## src/hw/rtl/dset_pkg.sv

```systemverilog
`default_nettype none

package dset_pkg;

  // Default number of slots in the table
  localparam int unsigned DefTableSlots = 64;

  // A list command emits at most this many entries
  localparam int unsigned MaxResults = 64;

  // Field widths fixed by the command format
  localparam int unsigned IdW     = 6;
  localparam int unsigned LayerW  = 8;
  localparam int unsigned KeyW    = 16;
  localparam int unsigned ActiveW = 7;

  typedef enum logic [1:0] {
    ModeAdd  = 2'd0,
    ModeDel  = 2'd1,
    ModeSet  = 2'd2,
    ModeList = 2'd3
  } mode_e;

  // One table slot as stored in memory
  typedef struct packed {
    logic                    occ;
    logic [IdW-1:0]          ent;
    logic [LayerW-1:0]       lay;
    logic signed [KeyW-1:0]  key;
  } slot_t;

endpackage

`default_nettype wire

```

## src/hw/rtl/dset_ram.sv

```systemverilog
`default_nettype none

// Simple dual-port RAM: one write port, one read port, registered read data.
module dset_ram #(
  parameter int unsigned Width = 32,
  parameter int unsigned Depth = 64
) (
  input  wire logic                     clk_i,
  input  wire logic                     we_i,
  input  wire logic [$clog2(Depth)-1:0] waddr_i,
  input  wire logic [Width-1:0]         wdata_i,
  input  wire logic [$clog2(Depth)-1:0] raddr_i,
  output logic      [Width-1:0]         rdata_o
);

  logic [Width-1:0] mem_q [Depth];

  always_ff @(posedge clk_i) begin
    if (we_i) begin
      mem_q[waddr_i] <= wdata_i;
    end
  end

  always_ff @(posedge clk_i) begin
    rdata_o <= mem_q[raddr_i];
  end

endmodule

`default_nettype wire

```

## src/hw/rtl/depth_sorted_entity_table_core.sv

```systemverilog
`default_nettype none

// Depth-sorted entity table. Commands are taken when start is high and busy is low;
// busy stays high until the last result beat of that command has been shown. Results
// appear for exactly one cycle each on result_valid_o and cannot be held off, so the
// receiver must take every beat. All slots live in one RAM with a registered read port,
// and add, delete and list visit the slots one per cycle, up to n of them, where n is
// the active slot count (saturated to TableSlots). A set that finds its id then runs a
// stable insertion sort over the active slots in the same RAM, at most one compare per
// cycle, moving up to n*(n-1)/2 slots for a reversed table. After reset the table is
// swept to zero with busy high; the configuration channel is always ready, also during
// that sweep. A list emits at most 64 entries, the final one flagged with last_o.
module depth_sorted_entity_table_core #(
  parameter int unsigned TableSlots = dset_pkg::DefTableSlots
) (
  input  wire logic                            clk_i,
  input  wire logic                            rst_ni,
  // Configuration write channel
  input  wire logic                            cfg_valid_i,
  output logic                                 cfg_ready_o,
  input  wire logic [dset_pkg::ActiveW-1:0]    cfg_data_i,
  // Command
  input  wire logic                            start,
  output logic                                 busy,
  input  wire logic [1:0]                      mode_i,
  input  wire logic [dset_pkg::IdW-1:0]        entity_id_i,
  input  wire logic [dset_pkg::LayerW-1:0]     layer_i,
  input  wire logic signed [dset_pkg::KeyW-1:0] depth_key_i,
  // Result beats
  output logic                                 result_valid_o,
  output logic [dset_pkg::IdW-1:0]             result_id_o,
  output logic                                 found_o,
  output logic                                 last_o
);

  import dset_pkg::*;

  localparam int unsigned IdxW  = $clog2(TableSlots);
  localparam int unsigned CntW  = $clog2(TableSlots + 1);
  localparam int unsigned LcntW = $clog2(MaxResults + 1);
  localparam int unsigned SlotW = $bits(slot_t);

  // Sequencer states
  localparam logic [2:0] SClear = 3'd0;
  localparam logic [2:0] SIdle  = 3'd1;
  localparam logic [2:0] SScan  = 3'd2;
  localparam logic [2:0] SSrd   = 3'd3;
  localparam logic [2:0] SSld   = 3'd4;
  localparam logic [2:0] SScmp  = 3'd5;
  localparam logic [2:0] SSput  = 3'd6;
  localparam logic [2:0] SDone  = 3'd7;

  // Control registers
  logic [2:0]         state_q, state_d;
  logic [CntW-1:0]    issue_q, issue_d;
  logic               rv_q, rv_d;
  logic               ov_q, ov_d;
  logic [ActiveW-1:0] active_q;
  logic               pend_v_q, pend_v_d;
  logic [LcntW-1:0]   lcnt_q, lcnt_d;

  // Payload registers
  mode_e              mode_q, mode_d;
  logic [IdW-1:0]     id_q, id_d;
  logic [LayerW-1:0]  layer_q, layer_d;
  logic [KeyW-1:0]    key_q, key_d;
  logic [CntW-1:0]    n_q, n_d;
  logic               hit_q, hit_d;
  logic [IdxW-1:0]    rslot_q, rslot_d;
  logic [IdW-1:0]     pend_id_q, pend_id_d;
  logic [IdxW-1:0]    i_q, i_d;
  logic [IdxW-1:0]    j_q, j_d;
  slot_t              t_q, t_d;
  logic [IdW-1:0]     oid_q, oid_d;
  logic               ofound_q, ofound_d;
  logic               olast_q, olast_d;

  // RAM port signals
  logic               we;
  logic [IdxW-1:0]    waddr;
  slot_t              wdata;
  logic [IdxW-1:0]    raddr;
  logic [SlotW-1:0]   rdata;
  slot_t              rd;
  logic [CntW-1:0]    i_nx;
  logic               accept;
  logic               id_hit;

  assign rd     = slot_t'(rdata);
  assign i_nx   = CntW'(i_q) + CntW'(1);
  assign accept = start && !busy;
  assign id_hit = rd.occ && (rd.ent == id_q);

  dset_ram #(
    .Width(SlotW),
    .Depth(TableSlots)
  ) u_ram (
    .clk_i  (clk_i),
    .we_i   (we),
    .waddr_i(waddr),
    .wdata_i(SlotW'(wdata)),
    .raddr_i(raddr),
    .rdata_o(rdata)
  );

  // Sequencer
  always_comb begin
    state_d   = state_q;
    issue_d   = issue_q;
    rv_d      = 1'b0;
    ov_d      = 1'b0;
    pend_v_d  = pend_v_q;
    lcnt_d    = lcnt_q;
    mode_d    = mode_q;
    id_d      = id_q;
    layer_d   = layer_q;
    key_d     = key_q;
    n_d       = n_q;
    hit_d     = hit_q;
    rslot_d   = rslot_q;
    pend_id_d = pend_id_q;
    i_d       = i_q;
    j_d       = j_q;
    t_d       = t_q;
    oid_d     = oid_q;
    ofound_d  = ofound_q;
    olast_d   = olast_q;
    we        = 1'b0;
    waddr     = '0;
    wdata     = '0;
    raddr     = '0;

    unique case (state_q)
      // Zero the table after reset, one slot a cycle
      SClear: begin
        we      = 1'b1;
        waddr   = issue_q[IdxW-1:0];
        issue_d = issue_q + CntW'(1);
        if (issue_q == CntW'(TableSlots - 1)) begin
          state_d = SIdle;
        end
      end

      SIdle: begin
        if (accept) begin
          mode_d   = mode_e'(mode_i);
          id_d     = entity_id_i;
          layer_d  = layer_i;
          key_d    = depth_key_i;
          n_d      = (32'(active_q) > 32'(TableSlots)) ? CntW'(TableSlots) : CntW'(active_q);
          issue_d  = '0;
          hit_d    = 1'b0;
          pend_v_d = 1'b0;
          lcnt_d   = '0;
          state_d  = SScan;
        end
      end

      // Linear scan: issue one read a cycle, judge the slot read last cycle
      SScan: begin
        if (issue_q < n_q) begin
          raddr   = issue_q[IdxW-1:0];
          issue_d = issue_q + CntW'(1);
          rv_d    = 1'b1;
          rslot_d = issue_q[IdxW-1:0];
        end
        if (rv_q) begin
          unique case (mode_q)
            ModeAdd: begin
              if (!rd.occ) begin
                we        = 1'b1;
                waddr     = rslot_q;
                wdata     = rd;
                wdata.occ = 1'b1;
                wdata.ent = id_q;
                hit_d     = 1'b1;
                state_d   = SDone;
              end
            end
            ModeDel: begin
              if (id_hit) begin
                we        = 1'b1;
                waddr     = rslot_q;
                wdata     = rd;
                wdata.occ = 1'b0;
                hit_d     = 1'b1;
                state_d   = SDone;
              end
            end
            ModeSet: begin
              if (id_hit) begin
                we        = 1'b1;
                waddr     = rslot_q;
                wdata     = rd;
                wdata.lay = layer_q;
                wdata.key = key_q;
                hit_d     = 1'b1;
                i_d       = IdxW'(1);
                state_d   = (n_q >= CntW'(2)) ? SSrd : SDone;
              end
            end
            ModeList: begin
              if (rd.occ && (rd.lay == layer_q)) begin
                // Hold one match back so the final beat can carry last
                if (pend_v_q) begin
                  ov_d     = 1'b1;
                  oid_d    = pend_id_q;
                  ofound_d = 1'b1;
                  olast_d  = 1'b0;
                end
                pend_v_d  = 1'b1;
                pend_id_d = rd.ent;
                lcnt_d    = lcnt_q + LcntW'(1);
                if (lcnt_q == LcntW'(MaxResults - 1)) begin
                  state_d = SDone;
                end
              end
            end
            default: ;
          endcase
        end else if (issue_q == n_q) begin
          state_d = SDone;
        end
      end

      // Insertion sort: fetch element i
      SSrd: begin
        raddr   = i_q;
        state_d = SSld;
      end

      SSld: begin
        t_d     = rd;
        j_d     = i_q;
        raddr   = i_q - IdxW'(1);
        state_d = SScmp;
      end

      // Compare held element against slot j-1, shift it up if larger
      SScmp: begin
        we    = 1'b1;
        waddr = j_q;
        if ($signed(t_q.key) < $signed(rd.key)) begin
          wdata = rd;
          j_d   = j_q - IdxW'(1);
          if (j_q == IdxW'(1)) begin
            state_d = SSput;
          end else begin
            raddr = j_q - IdxW'(2);
          end
        end else begin
          wdata = t_q;
          if (i_nx == n_q) begin
            state_d = SDone;
          end else begin
            i_d     = i_q + IdxW'(1);
            raddr   = i_q + IdxW'(1);
            state_d = SSld;
          end
        end
      end

      // Held element lands in slot 0
      SSput: begin
        we    = 1'b1;
        waddr = j_q;
        wdata = t_q;
        if (i_nx == n_q) begin
          state_d = SDone;
        end else begin
          i_d     = i_q + IdxW'(1);
          raddr   = i_q + IdxW'(1);
          state_d = SSld;
        end
      end

      // Final beat of the command
      SDone: begin
        ov_d    = 1'b1;
        olast_d = 1'b1;
        if (mode_q == ModeList) begin
          oid_d    = pend_v_q ? pend_id_q : '0;
          ofound_d = pend_v_q;
        end else begin
          oid_d    = id_q;
          ofound_d = hit_q;
        end
        state_d = SIdle;
      end

      default: state_d = SIdle;
    endcase
  end

  // Control state
  always_ff @(posedge clk_i or negedge rst_ni) begin
    if (!rst_ni) begin
      state_q  <= SClear;
      issue_q  <= '0;
      rv_q     <= 1'b0;
      ov_q     <= 1'b0;
      pend_v_q <= 1'b0;
      lcnt_q   <= '0;
      active_q <= '0;
    end else begin
      state_q  <= state_d;
      issue_q  <= issue_d;
      rv_q     <= rv_d;
      ov_q     <= ov_d;
      pend_v_q <= pend_v_d;
      lcnt_q   <= lcnt_d;
      if (cfg_valid_i && cfg_ready_o) begin
        active_q <= cfg_data_i;
      end
    end
  end

  // Payload
  always_ff @(posedge clk_i) begin
    mode_q    <= mode_d;
    id_q      <= id_d;
    layer_q   <= layer_d;
    key_q     <= key_d;
    n_q       <= n_d;
    hit_q     <= hit_d;
    rslot_q   <= rslot_d;
    pend_id_q <= pend_id_d;
    i_q       <= i_d;
    j_q       <= j_d;
    t_q       <= t_d;
    oid_q     <= oid_d;
    ofound_q  <= ofound_d;
    olast_q   <= olast_d;
  end

  assign cfg_ready_o    = 1'b1;
  assign busy           = (state_q != SIdle) || ov_q;
  assign result_valid_o = ov_q;
  assign result_id_o    = oid_q;
  assign found_o        = ofound_q;
  assign last_o         = olast_q;

endmodule

`default_nettype wire

```

## config.mk

```make
export PLATFORM = sky130hd
export DESIGN_NAME = depth_sorted_entity_table_core
export DESIGN_NICKNAME = d
export VERILOG_FILES = /design/src/hw/rtl/dset_pkg.sv /design/src/hw/rtl/dset_ram.sv /design/src/hw/rtl/depth_sorted_entity_table_core.sv
export SDC_FILE = /design/constraint.sdc
export NUM_CORES = 2
export LEC_CHECK = 0
export BUFFER_PORTS_ARGS = -buffer_cell sky130_fd_sc_hd__buf_4
export CORE_ASPECT_RATIO = 1.2
export CORE_MARGIN = 2
export CORE_UTILIZATION = 63
export DETAILED_ROUTE_END_ITERATION = 12
export GPL_ROUTABILITY_DRIVEN = 0
export PLACE_DENSITY = 0.79
export SYNTH_ARGS = -nofsm -noshare
export SYNTH_HDL_FRONTEND = slang
export SYNTH_HIERARCHICAL = 1
export SYNTH_SLANG_ARGS = --single-unit
```

## constraint.sdc

```tcl
create_clock -name clk_i -period 6.6 [get_ports clk_i]
set_input_delay 1.32 -clock clk_i [delete_from_list [all_inputs] [get_ports clk_i]]
set_output_delay 1.32 -clock clk_i [all_outputs]
set_load 0.005 [all_outputs]
```

==> flow_metrics.env <==
export IMPL_outcome="completed"
export IMPL_first_global_vias=43900
export IMPL_min_period_over_period_pct=91.1
export IMPL_syn_nets=4120
export IMPL_grt_use_total_pct=32.8
export IMPL_cts_root_buf="clkbuf_16"
export IMPL_relSlewSlack_pct=5.62
export IMPL_ctsResizeCount=0
export IMPL_worst_path_most_repeated_cell="o21ai_0"
export IMPL_crit_path_cell_trace="inv_1, ha_1, and4_1, nand3_1, a2111oi_4, nor3_4, a311oi_4, buf_4, a22oi_1, nand2_4, buf_12, mux4_2, nor2b_1, a221oi_1, o21ai_0, o21ai_0"
export IMPL_max_freq_mhz=166
export IMPL_nNetsFinal=4343
export IMPL_antenna_found_initial=8
export IMPL_rrSetupSlack_ns=0.58
export IMPL_power_density_nw_per_um2=276
export IMPL_synth_area_um2=83600
export IMPL_ys_ff_latch=2145
export IMPL_die_width_um=337
export IMPL_ys_flop_type="edfxtp_1"
export IMPL_vias=43500
export IMPL_yosysWarningCount=6
export IMPL_die_area_um2=136000
export IMPL_end_kind="flip-flop"
export IMPL_core_um2=132000
export IMPL_cpMaxStageDelayCell="o21ai_0"
export IMPL_p_comb_share_pct=0.1
export IMPL_seq_power_share_pct=57.0
export IMPL_final_core_util_pct=71.0
export IMPL_synth_edf_count=2087
export IMPL_clock_skew_ns=0.0426
export IMPL_maxSlewViolCount=0
export IMPL_holdWs_ns=0.391
export IMPL_grt_max_degree=77
export IMPL_internal_power_w=0.0209
export IMPL_area_growth_pct=12.0
export IMPL_rsz0062_at_grt="false"
export IMPL_critPathBufInv=3
export IMPL_p_leak_nw=24.2
export IMPL_synthCells=4042
export IMPL_cts_tree="yes"
export IMPL_hpwl_mm=127
export IMPL_portBuffers=52
export IMPL_cpLargestDelayFamily="compound AO/OA/AOI/OAI gates"
export IMPL_path_clk_slew_ns=0.06
export IMPL_grt_overflow=0
export IMPL_finalHoldViolations=0
export IMPL_layout_drive_gt1_share_pct=24.5
export IMPL_fin_total_pwr_w=0.0258
export IMPL_required_ns=7.25
export IMPL_tns_ns=0
export IMPL_pre_cts_ws_ns=0.822
export IMPL_first_pass_iters=6
export IMPL_maxCapViolCount=0
export IMPL_worst_pin_slew_ns=1.42
export IMPL_final_antenna_net_count=0
export IMPL_clock_latency_ns=0.84
export IMPL_cts_buffers=191
export IMPL_post_cts_setup_buffers=0
export IMPL_die_h_um=403
export IMPL_avgSynthCellArea_um2=20.7
export IMPL_yosysUniqueCellTypes=80
export IMPL_postCtsHoldBufs=0
export IMPL_drt_wl_total_mm=218
export IMPL_hold_class="input pin to async pin"
export IMPL_avgRoutedWirePerCell_um=35.2
export IMPL_clock_sinks=2145
export IMPL_synthArstFlopShare_pct=1.26
export IMPL_switching_power_w=0.00494
export IMPL_max_stage_delay_ns=0.96
export IMPL_clock_path_buffers=3
export IMPL_io_pins=54
export IMPL_arrival_ns=6.66
export IMPL_drc=0
export IMPL_cts_htree_levels=4
export IMPL_setup_viol=0
export IMPL_ir_worst_vdd_v=0.000300
export IMPL_p_sw_share_pct=19.1
export IMPL_fin_ws_ns=0.584
export IMPL_min_period_ns=6.02
export IMPL_start_util_pct=63.4
export IMPL_viasPerCell=7.02
export IMPL_path_class="flip-flop to flip-flop"
export IMPL_drt_iter0_drc=6832
export IMPL_seq_area_frac_synth_pct=76.5
export IMPL_rows=146
export IMPL_grt_pass1_wl_mm=312
export IMPL_cp_start_kind="flip-flop"
export IMPL_crit_path_max_fanout=67
export IMPL_p_clk_share_pct=42.9
-- worst reg2reg max path: stages (launching register included) --
cell       delay, ns
dfxtp_1         0.47
inv_1           0.09
ha_1            0.32
and4_1          0.26
nand3_1         0.16
a2111oi_4       0.31
nor3_4          0.13
a311oi_4        0.32
buf_4           0.44
a22oi_1         0.21
nand2_4         0.47
buf_12          0.54
mux4_2          0.61
nor2b_1         0.14
a221oi_1        0.08
o21ai_0         0.96
o21ai_0         0.30
-- metrics by stage --
| step | std cells | instance area (um^2) |
|---|---|---|
| finish | 6200 | 93700 |
| global route | 6199 | 93700 |
| CTS | 6198 | 93600 |
| detailed placement | 5847 | 87400 |
| global placement | 5847 | 87400 |
| floorplan | 4042 | 83600 |
-- metal layers --
layer,vias to the layer above,track usage (%),part of all wire [%]
met1,22300,43.1,33
li1,17200,-,-
met5,-,0.541,0.063
met3,618,7.74,13
met2,3324,51.4,48
met4,8,17.9,6.3
-- worst paths after layout --
check                                         to  depth (start not counted)         startpoint
min in group clk_i                        t_q[3]                          0   u_ram/rdata_o[3]
worst max-delay path            u_ram/rdata_o[5]                         16  u_ram/rdata_o[13]
worst min register to register            t_q[3]                          0   u_ram/rdata_o[3]
worst max register to register  u_ram/rdata_o[5]                         16  u_ram/rdata_o[13]
max in group asynchronous             issue_q[6]                          1             rst_ni
worst min-delay path                 active_q[2]                          1             rst_ni
-- cell usage in the layout (no fill, tap or decap), types with 49 or more instances in the layout --
master	netlist	routed
a22o_1	49	49
o21ai_0	65	65
nand2_1	77	76
mux4_2	417	417
edfxtp_1	2087	2087
nor2b_1	50	49
inv_1	54	54
clkbuf_16	0	195
nor2_4	0	64
nor2_1	156	92
buf_4	50	221
o22ai_1	72	72
a22oi_1	106	106
mux2i_1	223	223
-- registers in the layout, indices dropped and copies added, names as in the netlist, 7 cells and up --
name           cells
u_ram/mem_q     1984
t_q               31
u_ram/rdata_o     31
key_q             16
layer_q            8
active_q           7
issue_q            7
lcnt_q             7
n_q                7
-- final cells by class --
cell class / count / area, um^2
inverter: 55 / 206
antenna: 1 / 2.50
clock inverter: 120 / 1130
sequential: 2145 / 64000
timing repair buffer: 247 / 2180
clock buffer: 231 / 5060
tap: 1776 / 2220
multi-input combinational: 1625 / 18900
fill: 7466 / 38200
-- kinds of logic after synthesis --
kind of cell | Yosys count | synth area share (%)
compound gates | 433 | 3.79
xor+xnor | 36 | 0.410
fa+ha+maj | 35 | 0.524
buf+inv | 272 | 1.69
flops | 2145 | 76.5
mux | 657 | 14.3
other cells | 1 | 0.00448
simple gates | 463 | 2.80
-- power groups by stage --
stage | registers, W | logic [W] | clock network, W
floorplan | 0.0150 | 0.00000877 | 0
global placement | 0.0150 | 0.0000319 | 0
detailed placement | 0.0150 | 0.0000323 | 0
CTS | 0.0147 | 0.0000331 | 0.0111
global route | 0.0147 | 0.0000350 | 0.0116
finish | 0.0147 | 0.0000322 | 0.0111
-- cell usage after synthesis, types with 11 or more instances --
cell type	number	share of area [%]
a21o_1	31	0.28
a21oi_1	13	0.078
a22o_1	49	0.51
a22oi_1	106	0.95
a311oi_1	20	0.21
buf_1	11	0.049
buf_2	70	0.42
buf_4	50	0.45
clkbuf_1	71	0.32
dfrtp_1	27	0.81
dfxtp_1	31	0.74
edfxtp_1	2087	75
ha_1	35	0.52
inv_1	54	0.24
mux2i_1	223	2.7
mux4_2	417	11
nand2_1	77	0.35
nand2b_1	13	0.097
nand3_1	42	0.25
nand4_1	26	0.19
nor2_1	156	0.70
nor2b_1	50	0.37
nor3_1	16	0.096
o21ai_0	65	0.39
o22ai_1	72	0.54
xnor2_1	17	0.18
xor2_1	17	0.18
Note: power is estimated with default switching activity, not from simulation.
